**config.mk**
```make
export PLATFORM = sky130hd
export DESIGN_NAME = guid_text_parser_flat
export DESIGN_NICKNAME = d
export VERILOG_FILES = /design/src/rtl/core/gtp_pkg.sv /design/src/rtl/core/gtp_in_if.sv /design/src/rtl/core/gtp_out_if.sv /design/src/rtl/core/gtp_cfg_if.sv /design/src/rtl/core/guid_text_parser.sv /design/src/rtl/core/gtp_front.sv /design/src/rtl/core/gtp_queue.sv /design/src/rtl/core/gtp_back.sv /design/src/flat_wrapper.sv
export SDC_FILE = /design/constraint.sdc
export NUM_CORES = 1
export LEC_CHECK = 0
export BUFFER_PORTS_ARGS = -buffer_cell sky130_fd_sc_hd__buf_4
export CAP_MARGIN = 30
export CORE_UTILIZATION = 25
export DETAILED_ROUTE_END_ITERATION = 16
export GPL_ROUTABILITY_DRIVEN = 1
export PLACE_DENSITY = 0.42
export SLEW_MARGIN = 5
export SYNTH_ARGS = -nofsm -noshare
export SYNTH_HDL_FRONTEND = slang
export SYNTH_SLANG_ARGS = --single-unit
export TNS_END_PERCENT = 30
```
**constraint.sdc**
```tcl
create_clock -name clk -period 13.53 [get_ports clk]
set_clock_uncertainty 0.2 [all_clocks]
set_input_delay 2.0295 -clock clk [delete_from_list [all_inputs] [get_ports clk]]
set_output_delay 2.0295 -clock clk [all_outputs]
set_load 0.05 [all_outputs]
```
**src/rtl/core/gtp_pkg.sv**
```systemverilog
// ----------------------------------------------------------------------------
// GUID text parser package
// Shared constants, the queue entry type and the hex digit decoder.
// ----------------------------------------------------------------------------
package gtp_pkg;

	localparam int unsigned BaseLen    = 36;
	localparam int unsigned PosWidth   = 6;
	localparam int unsigned QueueDepth = 4;

	localparam logic [7:0] CharDash       = 8'h2D;
	localparam logic [7:0] CharBraceOpen  = 8'h7B;
	localparam logic [7:0] CharBraceClose = 8'h7D;
	localparam logic [7:0] CharZero       = 8'h30;
	localparam logic [7:0] CharNine       = 8'h39;
	localparam logic [7:0] CharLowerA     = 8'h61;
	localparam logic [7:0] CharLowerF     = 8'h66;
	localparam logic [7:0] CharUpperA     = 8'h41;
	localparam logic [7:0] CharUpperF     = 8'h46;

	localparam logic [PosWidth-1:0] PosMax = '1;

	localparam logic [PosWidth-1:0] DashSlot0 = 6'd8;
	localparam logic [PosWidth-1:0] DashSlot1 = 6'd13;
	localparam logic [PosWidth-1:0] DashSlot2 = 6'd18;
	localparam logic [PosWidth-1:0] DashSlot3 = 6'd23;

	typedef struct packed {
		logic       shift;
		logic [3:0] nibble;
		logic       bad;
		logic       last;
		logic       len_ok;
	} entry_t;

	typedef struct packed {
		logic       valid;
		logic [3:0] value;
	} hex_digit_t;

	function automatic hex_digit_t hex_decode(input logic [7:0] c);
		hex_digit_t d;
		d.valid = 1'b1;
		d.value = 4'd0;
		if (c >= CharZero && c <= CharNine) begin
			d.value = 4'(c - CharZero);
		end else if (c >= CharLowerA && c <= CharLowerF) begin
			d.value = 4'(c - CharLowerA + 8'd10);
		end else if (c >= CharUpperA && c <= CharUpperF) begin
			d.value = 4'(c - CharUpperA + 8'd10);
		end else begin
			d.valid = 1'b0;
		end
		return d;
	endfunction

endpackage

```
**src/rtl/core/gtp_in_if.sv**
```systemverilog
// ----------------------------------------------------------------------------
// GUID text parser character channel
// Carries one text character and its final-character flag per word.
// ----------------------------------------------------------------------------
interface gtp_in_if;
	logic       valid;
	logic       ready;
	logic [7:0] char_code;
	logic       last_char;

	modport source (output valid, output char_code, output last_char, input ready);
	modport sink (input valid, input char_code, input last_char, output ready);
endinterface

```
**src/rtl/core/gtp_out_if.sv**
```systemverilog
// ----------------------------------------------------------------------------
// GUID text parser result channel
// Carries the status and the four decoded GUID fields per word.
// ----------------------------------------------------------------------------
interface gtp_out_if;
	logic        valid;
	logic        ready;
	logic        status;
	logic [31:0] part1;
	logic [15:0] part2;
	logic [15:0] part3;
	logic [63:0] part4;

	modport source (output valid, output status, output part1, output part2,
		output part3, output part4, input ready);
	modport sink (input valid, input status, input part1, input part2,
		input part3, input part4, output ready);
endinterface

```
**src/rtl/core/gtp_cfg_if.sv**
```systemverilog
// ----------------------------------------------------------------------------
// GUID text parser configuration channel
// Carries the brace mode register value per word.
// ----------------------------------------------------------------------------
interface gtp_cfg_if;
	logic valid;
	logic ready;
	logic require_braces;

	modport source (output valid, output require_braces, input ready);
	modport sink (input valid, input require_braces, output ready);
endinterface

```
**src/rtl/core/guid_text_parser.sv**
```systemverilog
// ----------------------------------------------------------------------------
// GUID text parser
// Checks and decodes GUID text, one character per word, one result per text.
// ----------------------------------------------------------------------------
// The result word turns valid once the final character has passed through the
// queue and the result register, after any words still ahead of it in the queue.
// Throughput: one character per cycle while the queue is not full; the classifier,
// queue and accumulator each take one word per cycle, but the accumulator holds a
// final character while an earlier result waits on the sink. Reset clears the
// position count, brace mode, queue, accumulator, error flag and result valid; no clearing pass is needed.
module guid_text_parser #(
	parameter int unsigned QueueDepth = gtp_pkg::QueueDepth
) (
	input  logic      clk,
	input  logic      arst_n,
	gtp_in_if.sink    chars,
	gtp_cfg_if.sink   cfg,
	gtp_out_if.source guid
);

	logic            push;
	logic            pop;
	logic            queue_full;
	logic            queue_not_empty;
	gtp_pkg::entry_t push_entry;
	gtp_pkg::entry_t pop_entry;

	gtp_front u_front (
		.clk        (clk),
		.arst_n     (arst_n),
		.chars      (chars),
		.cfg        (cfg),
		.queue_full (queue_full),
		.push       (push),
		.push_entry (push_entry)
	);

	gtp_queue #(
		.Depth (QueueDepth)
	) u_queue (
		.clk        (clk),
		.arst_n     (arst_n),
		.push       (push),
		.push_entry (push_entry),
		.pop        (pop),
		.full       (queue_full),
		.not_empty  (queue_not_empty),
		.pop_entry  (pop_entry)
	);

	gtp_back u_back (
		.clk       (clk),
		.arst_n    (arst_n),
		.not_empty (queue_not_empty),
		.pop_entry (pop_entry),
		.pop       (pop),
		.guid      (guid)
	);

endmodule

```
**src/rtl/core/gtp_front.sv**
```systemverilog
// ----------------------------------------------------------------------------
// GUID text parser front end
// Tracks the character position and classifies each character.
// ----------------------------------------------------------------------------
module gtp_front (
	input  logic                clk,
	input  logic                arst_n,
	gtp_in_if.sink              chars,
	gtp_cfg_if.sink             cfg,
	input  logic                queue_full,
	output logic                push,
	output gtp_pkg::entry_t     push_entry
);

	logic                             braces_q;
	logic [gtp_pkg::PosWidth-1:0]     pos_q;
	logic [gtp_pkg::PosWidth-1:0]     len;
	logic [gtp_pkg::PosWidth-1:0]     rel_pos;
	logic [gtp_pkg::PosWidth:0]       pos_next_wide;
	logic                             dash_slot;
	gtp_pkg::hex_digit_t              digit;

	assign cfg.ready     = 1'b1;
	assign chars.ready   = !queue_full;
	assign push          = chars.valid && chars.ready;

	assign len           = gtp_pkg::PosWidth'(gtp_pkg::BaseLen) + {braces_q, 1'b0};
	assign rel_pos       = pos_q - gtp_pkg::PosWidth'(braces_q);
	assign pos_next_wide = {1'b0, pos_q} + 1'b1;
	assign dash_slot     = rel_pos == gtp_pkg::DashSlot0 || rel_pos == gtp_pkg::DashSlot1 ||
		rel_pos == gtp_pkg::DashSlot2 || rel_pos == gtp_pkg::DashSlot3;
	assign digit         = gtp_pkg::hex_decode(chars.char_code);

	always_comb begin
		push_entry.shift  = 1'b0;
		push_entry.nibble = digit.value;
		push_entry.bad    = 1'b0;
		push_entry.last   = chars.last_char;
		push_entry.len_ok = pos_next_wide == {1'b0, len};
		priority if (pos_q >= len) begin
			push_entry.bad = 1'b1;
		end else if (braces_q && pos_q == '0) begin
			push_entry.bad = chars.char_code != gtp_pkg::CharBraceOpen;
		end else if (braces_q && pos_q == len - 1'b1) begin
			push_entry.bad = chars.char_code != gtp_pkg::CharBraceClose;
		end else if (dash_slot) begin
			push_entry.bad = chars.char_code != gtp_pkg::CharDash;
		end else begin
			push_entry.bad   = !digit.valid;
			push_entry.shift = digit.valid;
		end
	end

	always_ff @(posedge clk or negedge arst_n) begin
		if (!arst_n) begin
			braces_q <= 1'b0;
			pos_q    <= '0;
		end else begin
			if (cfg.valid && cfg.ready) begin
				braces_q <= cfg.require_braces;
			end
			if (push) begin
				if (chars.last_char) begin
					pos_q <= '0;
				end else if (pos_q != gtp_pkg::PosMax) begin
					pos_q <= pos_next_wide[gtp_pkg::PosWidth-1:0];
				end
			end
		end
	end

	// A final character always restarts the position count.
	assert property (@(posedge clk) disable iff (!arst_n)
		push && chars.last_char |=> pos_q == '0)
		else $error("position not cleared after final character");

	// A digit is only shifted in when the character carries no error.
	assert property (@(posedge clk) disable iff (!arst_n)
		push |-> !(push_entry.shift && push_entry.bad))
		else $error("character both shifted and flagged bad");

endmodule

```
**src/rtl/core/gtp_queue.sv**
```systemverilog
// ----------------------------------------------------------------------------
// GUID text parser queue
// Small register queue that decouples classification from accumulation.
// ----------------------------------------------------------------------------
module gtp_queue #(
	parameter int unsigned Depth = gtp_pkg::QueueDepth
) (
	input  logic            clk,
	input  logic            arst_n,
	input  logic            push,
	input  gtp_pkg::entry_t push_entry,
	input  logic            pop,
	output logic            full,
	output logic            not_empty,
	output gtp_pkg::entry_t pop_entry
);

	localparam int unsigned PtrWidth   = (Depth > 1) ? $clog2(Depth) : 1;
	localparam int unsigned CountWidth = $clog2(Depth + 1);

	gtp_pkg::entry_t       store_q [Depth];
	logic [PtrWidth-1:0]   wr_ptr_q;
	logic [PtrWidth-1:0]   rd_ptr_q;
	logic [CountWidth-1:0] count_q;

	assign full      = count_q == CountWidth'(Depth);
	assign not_empty = count_q != '0;
	assign pop_entry = store_q[rd_ptr_q];

	function automatic logic [PtrWidth-1:0] ptr_inc(input logic [PtrWidth-1:0] p);
		return (p == PtrWidth'(Depth - 1)) ? '0 : p + 1'b1;
	endfunction

	always_ff @(posedge clk) begin
		if (push) begin
			store_q[wr_ptr_q] <= push_entry;
		end
	end

	always_ff @(posedge clk or negedge arst_n) begin
		if (!arst_n) begin
			wr_ptr_q <= '0;
			rd_ptr_q <= '0;
			count_q  <= '0;
		end else begin
			if (push) begin
				wr_ptr_q <= ptr_inc(wr_ptr_q);
			end
			if (pop) begin
				rd_ptr_q <= ptr_inc(rd_ptr_q);
			end
			if (push && !pop) begin
				count_q <= count_q + 1'b1;
			end else if (pop && !push) begin
				count_q <= count_q - 1'b1;
			end
		end
	end

	assert property (@(posedge clk) disable iff (!arst_n)
		!(push && full) && !(pop && !not_empty))
		else $error("queue overflow or underflow");

endmodule

```
**src/rtl/core/gtp_back.sv**
```systemverilog
// ----------------------------------------------------------------------------
// GUID text parser back end
// Accumulates hex digits and registers one result per text.
// ----------------------------------------------------------------------------
module gtp_back (
	input  logic            clk,
	input  logic            arst_n,
	input  logic            not_empty,
	input  gtp_pkg::entry_t pop_entry,
	output logic            pop,
	gtp_out_if.source       guid
);

	logic [127:0] acc_q;
	logic         bad_q;
	logic         out_valid_q;
	logic         status_q;
	logic [127:0] result_q;
	logic [127:0] acc_next;
	logic         bad_next;

	assign pop = not_empty && (!pop_entry.last || !out_valid_q || guid.ready);

	assign acc_next = pop_entry.shift ? {acc_q[123:0], pop_entry.nibble} : acc_q;
	assign bad_next = bad_q || pop_entry.bad;

	assign guid.valid  = out_valid_q;
	assign guid.status = status_q;
	assign guid.part1  = result_q[127:96];
	assign guid.part2  = result_q[95:80];
	assign guid.part3  = result_q[79:64];
	assign guid.part4  = result_q[63:0];

	always_ff @(posedge clk) begin
		if (pop && pop_entry.last) begin
			status_q <= bad_next || !pop_entry.len_ok;
			result_q <= (bad_next || !pop_entry.len_ok) ? '0 : acc_next;
		end
	end

	always_ff @(posedge clk or negedge arst_n) begin
		if (!arst_n) begin
			acc_q       <= '0;
			bad_q       <= 1'b0;
			out_valid_q <= 1'b0;
		end else begin
			if (pop) begin
				if (pop_entry.last) begin
					acc_q <= '0;
					bad_q <= 1'b0;
				end else begin
					acc_q <= acc_next;
					bad_q <= bad_next;
				end
			end
			if (pop && pop_entry.last) begin
				out_valid_q <= 1'b1;
			end else if (guid.ready) begin
				out_valid_q <= 1'b0;
			end
		end
	end

	// An invalid text never shows decoded fields.
	assert property (@(posedge clk) disable iff (!arst_n)
		out_valid_q && status_q |-> result_q == '0)
		else $error("invalid result carries nonzero fields");

	// A pending result is never overwritten.
	assert property (@(posedge clk) disable iff (!arst_n)
		out_valid_q && !guid.ready |-> !(pop && pop_entry.last))
		else $error("result overwritten while stalled");

endmodule
```
**src/flat_wrapper.sv**
```systemverilog
// flat-port wrapper written by rule: the top's interface ports become plain ports
module guid_text_parser_flat 
#(
	parameter int unsigned QueueDepth = gtp_pkg::QueueDepth
)
  (clk, arst_n, chars_valid, chars_char_code, chars_last_char, chars_ready, cfg_valid, cfg_require_braces, cfg_ready, guid_valid, guid_status, guid_part1, guid_part2, guid_part3, guid_part4, guid_ready);
  gtp_in_if chars_i ();
  gtp_cfg_if cfg_i ();
  gtp_out_if guid_i ();
  input  logic clk;
  input  logic arst_n;
  input wire logic [$bits(chars_i.valid)-1:0] chars_valid;
  input wire logic [$bits(chars_i.char_code)-1:0] chars_char_code;
  input wire logic [$bits(chars_i.last_char)-1:0] chars_last_char;
  output wire logic [$bits(chars_i.ready)-1:0] chars_ready;
  input wire logic [$bits(cfg_i.valid)-1:0] cfg_valid;
  input wire logic [$bits(cfg_i.require_braces)-1:0] cfg_require_braces;
  output wire logic [$bits(cfg_i.ready)-1:0] cfg_ready;
  output wire logic [$bits(guid_i.valid)-1:0] guid_valid;
  output wire logic [$bits(guid_i.status)-1:0] guid_status;
  output wire logic [$bits(guid_i.part1)-1:0] guid_part1;
  output wire logic [$bits(guid_i.part2)-1:0] guid_part2;
  output wire logic [$bits(guid_i.part3)-1:0] guid_part3;
  output wire logic [$bits(guid_i.part4)-1:0] guid_part4;
  input wire logic [$bits(guid_i.ready)-1:0] guid_ready;
  assign chars_i.valid = chars_valid;
  assign chars_i.char_code = chars_char_code;
  assign chars_i.last_char = chars_last_char;
  assign chars_ready = chars_i.ready;
  assign cfg_i.valid = cfg_valid;
  assign cfg_i.require_braces = cfg_require_braces;
  assign cfg_ready = cfg_i.ready;
  assign guid_valid = guid_i.valid;
  assign guid_status = guid_i.status;
  assign guid_part1 = guid_i.part1;
  assign guid_part2 = guid_i.part2;
  assign guid_part3 = guid_i.part3;
  assign guid_part4 = guid_i.part4;
  assign guid_i.ready = guid_ready;
  guid_text_parser #(.QueueDepth(QueueDepth)) u_core (.clk(clk), .arst_n(arst_n), .chars(chars_i), .cfg(cfg_i), .guid(guid_i));
endmodule
```
==> metrics, run 1 <==
Post-Synthesis Cells about 1,100; Finished Layout Cells 1,881; drt via density 4.54; CTS tree yes; Netlist cell types 57; crit end category output pin; minimum clock period 3.98 ns; clock root cell clkbuf_16; placed cell count 1,810; Final Hold Fails 0; VDD IR-drop max roughly 0.13 mV; relative slew slack 0.408; htree depth 2; FMAX 0.251 GHz; Slew Limit Fails 0; Vias 8,544; first-pass GRT wire length between 50,000 and 60,000 µm; GRT overflow 0; Worst-Skew Late Latency 0.56 ns; Top Family by Delay on Critical Path simple AND/OR/NAND/NOR gates; Syn-to-layout area delta 23.3%; Arr. time, crit path 1.75 ns; Final nets 1,209; endpoints failing setup 0; dominant synthesized flop cell edfxtp_1; EDFF count, synth ~160; deepest clock path buffer count 3; WL final between 30,000 and 40,000 µm; number of diodes 0; Core Footprint about 50,000 µm²; Detail Placement HPWL between 15,000 and 20,000 µm; Slew @ Worst Pin 0.888 ns; Final Worst Setup Slack 9.55 ns; Clock Sinks 305; die area between 50,000 and 60,000 µm²; post-route ant nets 0; Post-CTS Resized 0; worst path required time between 10 and 15 ns; final period utilization 0.294; Avg Cell Area, Syn 12.1 µm²; largest net degree at the start of global routing between 70 and 80; Die Wd 228 µm; Pleak 6.07 nW; Total GRT Usage 0.126; Port Buf Inserts ~150; synth warn 0; initial antenna violation count 0; gpl congestion 0.734; Worst-path clk slew around 0.06 ns; Hold WC Path Type register to register; #FFs+latches synth 305; CTS Buf Count 38; Slowest-stage cell, CP or3b_1; layout cells sized above 1 0.199; Site Rows a little over 80; register area share after synthesis 0.659; most common cell after layout, fill and taps aside nand2_1; routed length per instance 17.4 µm; Crit path buffers/inverters 1; critical path class register to output pin; status finished clean; Fin Setup TNS 0 ns; most frequent cells in the layout nand2_1 (266), edfxtp_1 (161), buf_4 (155); crit path max fanout 6; pre-CTS WS between 9 and 10 ns; DRC viols 0; CP cell instances or3b_1 -> buf_4; CP startpoint kind register; Power Dens Cells 277 nW/µm²; max incr delay on CP 0.52 ns; vias in the first global route 8,617; Max-Cap Viols 0; # Post-CTS Setup Buffers 0; initial core utilization 0.254; total iterations of the first detailed-routing run 4; Post-Syn Area 12,800 µm²; Ports 147; async set-or-reset flop fraction in the synthesized netlist 0.472; Hold-fix buffers, CTS 0; iteration-0 DRC count of the detailed router 656; utilization after layout 0.313; Synthesized Nets 1,088; die height between 200 and 250 µm; worst hold margin 0.290 ns; RSZ-0062 raised after global routing false
==> per-stage QoR <==
step | area (µm²) | power [mW]
after floorplan | 12800 | 2.85
after global placement | 14500 | 3.39
after detailed placement | 14500 | 3.39
after CTS | 15800 | 4.44
after global routing | 15800 | 4.59
final | 15800 | 4.37
==> report_power, final <==
group	switching, mW	internal, mW
registers	0.157	1.32
clock network	0.407	0.620
logic	1.45	0.418
==> final timing paths <==
kind | startpoint | endpoint | slack, ns | cells past startpoint
setup reg to reg | u_core.u_queue.rd_ptr_q[1] | u_core.u_back.acc_q[120] | 9.78 | 6
hold reg to reg | u_core.u_queue.count_q[2] | u_core.u_queue.count_q[2] | 0.29 | 1
min in group asynchronous | arst_n | u_core.u_back.acc_q[37] | 1.31 | 1
hold / removal | u_core.u_queue.count_q[2] | u_core.u_queue.count_q[2] | 0.29 | 1
max in group asynchronous | arst_n | u_core.u_back.acc_q[76] | 10.63 | 3
setup / recovery | u_core.u_queue.count_q[0] | chars_ready | 9.55 | 2
==> registers in the layout (all words and copies together) (netlist names) <==
signal / count
u_core.u_back.acc_q: 128
u_core.u_back.result_q: 128
u_core.u_queue.store_q: 32
u_core.u_front.pos_q: 6
u_core.u_queue.count_q: 3
u_core.u_queue.rd_ptr_q: 2
u_core.u_queue.wr_ptr_q: 2
u_core.u_back.bad_q: 1
u_core.u_back.guid.status: 1
u_core.u_back.guid.valid: 1
u_core.u_front.braces_q: 1
==> per-layer routing <==
| metal | vias up | part of all wire | GRT usage |
|---|---|---|---|
| li1 | 4066 | - | - |
| met1 | 4267 | 0.49 | 0.179 |
| met2 | 164 | 0.45 | 0.193 |
| met3 | 47 | 0.040 | 0.0258 |
| met4 | 0 | 0.019 | 0.0371 |
| met5 | - | 0 | 0 |
==> final cells by class <==
cell class / instances / area (µm²)
Tap cell: 672 / 841
Clock inverter: 23 / 245
Fill cell: 5112 / 34600
Clock buffer: 47 / 1030
Inverter: 14 / 52.6
Multi-Input combinational cell: 662 / 3950
Timing Repair Buffer: 158 / 1230
Sequential cell: 305 / 8440
==> logic make-up after synthesis <==
kind of cell,share of synthesized area
AO/OA/AOI/OAI,0.153
XOR/XNOR,0.00548
adder cells (fa/ha/maj),0.0153
buffers and inverters,0.0349
flip-flops,0.659
multiplexers,0.0231
other,0.000293
AND/OR/NAND/NOR,0.109
==> cell usage after synthesis, types with 7 or more instances <==
master / number / area share
nand2b_1: 8 / 0.0039
o21ai_0: 14 / 0.0055
mux2i_1: 7 / 0.0055
inv_1: 11 / 0.0032
nor2_1: 13 / 0.0038
a21oi_1: 131 / 0.051
buf_6: 8 / 0.0070
ha_1: 14 / 0.014
clkbuf_1: 36 / 0.011
nand2_1: 267 / 0.078
buf_2: 23 / 0.0090
nand3_1: 8 / 0.0031
a22o_1: 124 / 0.085
mux4_2: 7 / 0.012
edfxtp_1: 161 / 0.38
nor2b_1: 7 / 0.0034
dfrtp_1: 144 / 0.28
Power figures use the tool's default switching activity.
==> inputs of run 2 (changes only) <==
PLACE_DENSITY = 0.43   (was 0.42)
clock period = 3.4 ns   (was 13.53 ns; I/O delays follow)
==> run 2 against run 1 <==
Against the previous run: core utilization up 0.12 points; worst hold slack worse by 0.23 ns; routed wire length down 1.6%; power rose to 4.0 times the previous value; via count up 0.92%; count of clock-buffer cells in the layout up 4; global-route usage down 0.17 points; cell area up 0.38%.
==> metrics, run 2 (synthesis results as in run 1) <==
number of diodes 0 (unchanged); Pleak 6.09 nW (+0.46%); gpl congestion 0.714 (-2.8%); Finished Cell Area 15,800 µm² (+0.38%); Vias 8,623 (+0.92%); Finished Layout Cells 1,887 (+0.32%); placed cell count 1,816 (+0.33%); total iterations of the first detailed-routing run 5 (+1); Ports 147 (unchanged); Final nets 1,216 (+0.58%); worst hold margin 0.0569 ns (-0.233 ns); Core Footprint 50,400 µm² (unchanged); Post-CTS Resized 0 (unchanged); WL final 32,300 µm (-1.6%); die height 228 µm (unchanged); critical path class register to register; FMAX 0.375 GHz; max incr delay on CP 0.48 ns (-0.04 ns); Die Wd 228 µm (unchanged); iteration-0 DRC count of the detailed router 499 (-24%); pre-CTS WS 0.637 ns (-8.49 ns); largest net degree at the start of global routing 78 (+2.6%); endpoints failing setup 0 (unchanged); CTS tree yes; Slew @ Worst Pin 0.807 ns (-0.0819 ns); RSZ-0062 raised after global routing false; Total Power 17.4 mW (+300%); Final Hold Fails 0 (unchanged); Worst-Skew Late Latency 0.55 ns (about the same); CP startpoint kind register; post-route ant nets 0 (unchanged); deepest clock path buffer count 3 (unchanged); routed length per instance 17.1 µm (-1.9%); Placed Area 14,600 µm² (+1.0%); Port Buf Inserts 145 (unchanged); Worst-path clk slew 0.06 ns (about the same); Final Worst Setup Slack 0.732 ns (-8.82 ns); Hold WC Path Type primary input to register; DRC viols 0 (unchanged); Arr. time, crit path 2.77 ns (+1.02 ns); Total GRT Usage 0.124 (-0.00165); CTS Buf Count 37 (-2.6%); first-pass GRT wire length 51,100 µm (-1.2%); vias in the first global route 8,481 (-1.6%); htree depth 2 (unchanged); initial antenna violation count 0 (unchanged); drt via density 4.57 (+0.60%); Detail Placement HPWL 19,500 µm (+2.9%); Largest regs u_core.u_back.acc_q: 128 flops, u_core.u_back.result_q: 128 flops, u_core.u_queue.store_q: 32 flops; crit end category register; Slowest-stage cell, CP or4b_4; VDD IR-drop max 0.526 mV (+300%); Slew Limit Fails 0 (unchanged); CP cell instances inv_1 -> ha_1 -> or4b_4 -> mux2_2 -> a31oi_1 -> a21oi_1 -> o211ai_1; Clock Sinks 305 (unchanged); Max-Cap Viols 0 (unchanged); Site Rows 82 (unchanged); layout cells sized above 1 0.198 (about the same); Fin Setup TNS 0 ns (unchanged); most common cell after layout, fill and taps aside nand2_1; crit path max fanout 8 (+2); status finished clean; minimum clock period 2.67 ns; clock root cell clkbuf_16; final period utilization 0.785; GRT overflow 0 (unchanged); relative slew slack 0.455 (+0.0478); die area 52,100 µm² (unchanged); Fill cells 5,085 (-0.53%); Power Dens Cells 1100 nW/µm² (+300%); worst path required time 3.51 ns (-7.79 ns); most frequent cells in the layout nand2_1 (266), edfxtp_1 (161), buf_4 (153); Syn-to-layout area delta 23.8%; initial core utilization 0.254 (unchanged); utilization after layout 0.314 (+0.00119)
run 2: final timing paths:
| kind | from | endpoint | slack (ns) | cells past startpoint |
|---|---|---|---|---|
| setup reg to reg | u_core.u_front.pos_q[0] | u_core.u_queue.store_q[0][2] | 0.73 | 7 |
| setup / recovery | u_core.u_front.pos_q[0] | u_core.u_queue.store_q[0][2] | 0.73 | 7 |
| min in group asynchronous | arst_n | u_core.u_back.acc_q[38] | 0.29 | 2 |
| hold reg to reg | u_core.u_queue.count_q[2] | u_core.u_queue.count_q[2] | 0.28 | 1 |
| max in group asynchronous | arst_n | u_core.u_queue.wr_ptr_q[1] | 1.79 | 3 |
| hold / removal | chars_last_char | u_core.u_queue.store_q[3][1] | 0.06 | 1 |
run 2: metal layers:
layer / vias up / wire, µm / global-route usage
met3: 45 / 1670 / 0.0320
met2: 182 / 14900 / 0.192
met4: 0 / 567 / 0.0329
met5: - / 0 / 0
met1: 4317 / 15200 / 0.172
li1: 4079 / - / -
run 2: cell type report:
class	count	area, µm²	area share
Sequential cell	305	8440	0.533
Multi-Input combinational cell	662	3950	0.249
Timing Repair Buffer	166	1370	0.0865
Clock buffer	51	1030	0.0649
Tap cell	672	841	0.0531
Clock inverter	17	155	0.00979
Inverter	14	57.6	0.00363
run 2: worst max-delay path, delay by kind of cell, from the launching register on:
family / cells / cell delay [ns]
adder cells (fa/ha/maj): 1 / 0.21
buffers and inverters: 1 / 0.16
AO/OA/AOI/OAI: 3 / 0.65
multiplexers: 1 / 0.29
AND/OR/NAND/NOR: 1 / 0.48
flip-flops: 1 / 0.45
run 2: power breakdown:
part | internal, mW | total, mW | switching [mW]
sequential | 5.23 | 5.78 | 0.549
clock | 2.28 | 3.86 | 1.58
combinational | 1.85 | 7.73 | 5.88
run 2: what timing repair did:
item | in CTS | in global routing
hold buffers | 3 | 0
buffers inserted | 0 | 0
hold endpoints to repair | 45 | 0
endpoints found under the setup margin | 0 | 0
==> inputs of run 3 (changes only) <==
PLACE_DENSITY = 0.42   (was 0.43)
clock period = 2.6 ns   (was 3.4 ns; I/O delays follow)
==> run 3 against run 2 <==
Against the previous run: worst hold slack improved by 0.071 ns; critical endpoint is now u_core.u_queue.count_q[1]; final cell count increased by 1.0%; combinational power increased by 40%; largest power group unchanged; register-to-register slack got worse by 0.61 ns; routed wire length increased by 3.0%; flip-flop and latch count unchanged.
==> metrics, run 3 (synthesis results as in run 1) <==
crit end category register; Max-Cap Viols 0 (unchanged); layout cells sized above 1 0.208 (+0.00991); Site Rows 82 (unchanged); FMAX 0.404 GHz (+7.8%); placed cell count 1,833 (+0.94%); die area 52,100 µm² (unchanged); Final nets 1,235 (+1.6%); RSZ-0062 raised after global routing false; most common cell after layout, fill and taps aside nand2_1; status finished clean; critical path class register to register; post-route ant nets 0 (unchanged); VDD IR-drop max 0.683 mV (+30%); die height 228 µm (unchanged); initial core utilization 0.254 (unchanged); Core Footprint 50,400 µm² (unchanged); endpoints failing setup 0 (unchanged); Slew Limit Fails 0 (unchanged); worst path required time 2.82 ns (-0.69 ns); Clock Sinks 305 (unchanged); Pleak 6.24 nW (+2.4%); final period utilization 0.952 (+0.167); Slew @ Worst Pin 0.537 ns (-0.270 ns); Worst-path clk slew 0.06 ns (about the same); Syn-to-layout area delta 26.3%; Ports 147 (unchanged); Fill cells 5,050 (-0.69%); Final Hold Fails 0 (unchanged); CP startpoint kind register; gpl congestion 0.709 (-0.60%); initial antenna violation count 0 (unchanged); Hold WC Path Type primary input to asynchronous set/reset pin; Vias 8,646 (+0.27%); Port Buf Inserts 145 (unchanged); Final Worst Setup Slack 0.124 ns (-0.607 ns); largest net degree at the start of global routing 70 (-10%); Finished Layout Cells 1,906 (+1.0%); Detail Placement HPWL 20,400 µm (+4.5%); htree depth 2 (unchanged); Total GRT Usage 0.128 (+0.00415); routed length per instance 17.4 µm (+2.0%); Fin Setup TNS 0 ns (unchanged); clock root cell clkbuf_16; total iterations of the first detailed-routing run 4 (-1); WL final 33,300 µm (+3.0%); DRC viols 0 (unchanged); relative slew slack 0.639 (+0.183); first-pass GRT wire length 52,700 µm (+3.0%); CTS tree yes; pre-CTS WS 0.114 ns (-0.522 ns); Arr. time, crit path 2.69 ns (-0.08 ns); R2R Setup Slk 0.12 ns (-0.61 ns); GRT overflow 0 (unchanged); iteration-0 DRC count of the detailed router 506 (+1.4%); vias in the first global route 8,669 (+2.2%); Largest regs u_core.u_back.acc_q: 128 flops, u_core.u_back.result_q: 128 flops, u_core.u_queue.store_q: 32 flops; Worst-Skew Late Latency 0.55 ns (about the same); deepest clock path buffer count 3 (unchanged); drt via density 4.54 (-0.73%); crit path max fanout 3 (-5); Power Dens Cells 1450 nW/µm² (+32%); worst hold margin 0.128 ns (+0.0713 ns); number of diodes 0 (unchanged); minimum clock period 2.48 ns (-0.193 ns); Die Wd 228 µm (unchanged); most frequent cells in the layout nand2_1 (266), edfxtp_1 (161), buf_4 (157); CTS Buf Count 37 (unchanged)
run 3: changes by cell type in the layout (fill, tap and decap cells not counted), sizes merged:
| cell | delta |
|---|---|
| clkinvlp | +2 |
| buf | +18 |
| dlygate4sd3 | +1 |
| clkinv | -2 |
run 3: metal layers:
metal	wire length (µm)	up-vias	global-route usage
li1	-	4109	-
met1	16000	4319	0.187
met2	15200	176	0.192
met3	1280	42	0.0230
met4	724	0	0.0426
met5	0	-	0
run 3: stage by stage:
stage | power [mW] | util | area, µm²
finish | 23.5 | 0.321 | 16200
global placement | 18.8 | 0.296 | 14900
global route | 24.7 | 0.321 | 16200
CTS | 23.9 | 0.321 | 16200
floorplan | 14.7 | - | 12800
detailed placement | 18.8 | 0.296 | 14900
run 3: repair_timing:
action | CTS | global route
hold buffers | 4 | 0
gates resized for setup | 0 | 1
endpoints found under the setup margin | 0 | 8
buffers inserted | 0 | 1
hold endpoints to repair | 148 | 0
run 3: critical path: stages, from the launching register on:
cell      delay (ns)
dfrtp_1         0.36
mux4_2          0.55
nand2_1         0.08
and2_4          0.16
clkinv_4        0.05
ha_1            0.21
inv_1           0.07
fa_1            0.40
mux2_2          0.26
run 3: path summary, 6_finish.rpt:
kind / end / startpoint / depth (start not counted)
max in group asynchronous: u_core.u_back.acc_q[125] / arst_n / 3
setup / recovery: u_core.u_queue.count_q[1] / u_core.u_queue.rd_ptr_q[0] / 8
setup reg to reg: u_core.u_queue.count_q[1] / u_core.u_queue.rd_ptr_q[0] / 8
min in group clk: u_core.u_front.pos_q[4] / chars_valid / 4
hold / removal: u_core.u_back.acc_q[37] / arst_n / 2
hold reg to reg: u_core.u_queue.count_q[2] / u_core.u_queue.count_q[2] / 1
run 3: area by class of cell:
cell class | instances | area, µm² | area share
inverter | 14 | 57.6 | 0.00356
timing repair buffer | 185 | 1690 | 0.105
clock inverter | 17 | 159 | 0.00983
tap | 672 | 841 | 0.0520
clock buffer | 51 | 1030 | 0.0637
multi-input combinational | 662 | 3950 | 0.244
sequential | 305 | 8440 | 0.522
run 3: power breakdown:
| group | switching, mW | internal, mW | leakage [nW] | total (mW) |
|---|---|---|---|---|
| clock network | 2.06 | 2.99 | 0.576 | 5.05 |
| registers | 0.746 | 6.84 | 3.56 | 7.58 |
| logic | 7.84 | 2.98 | 2.10 | 10.8 |
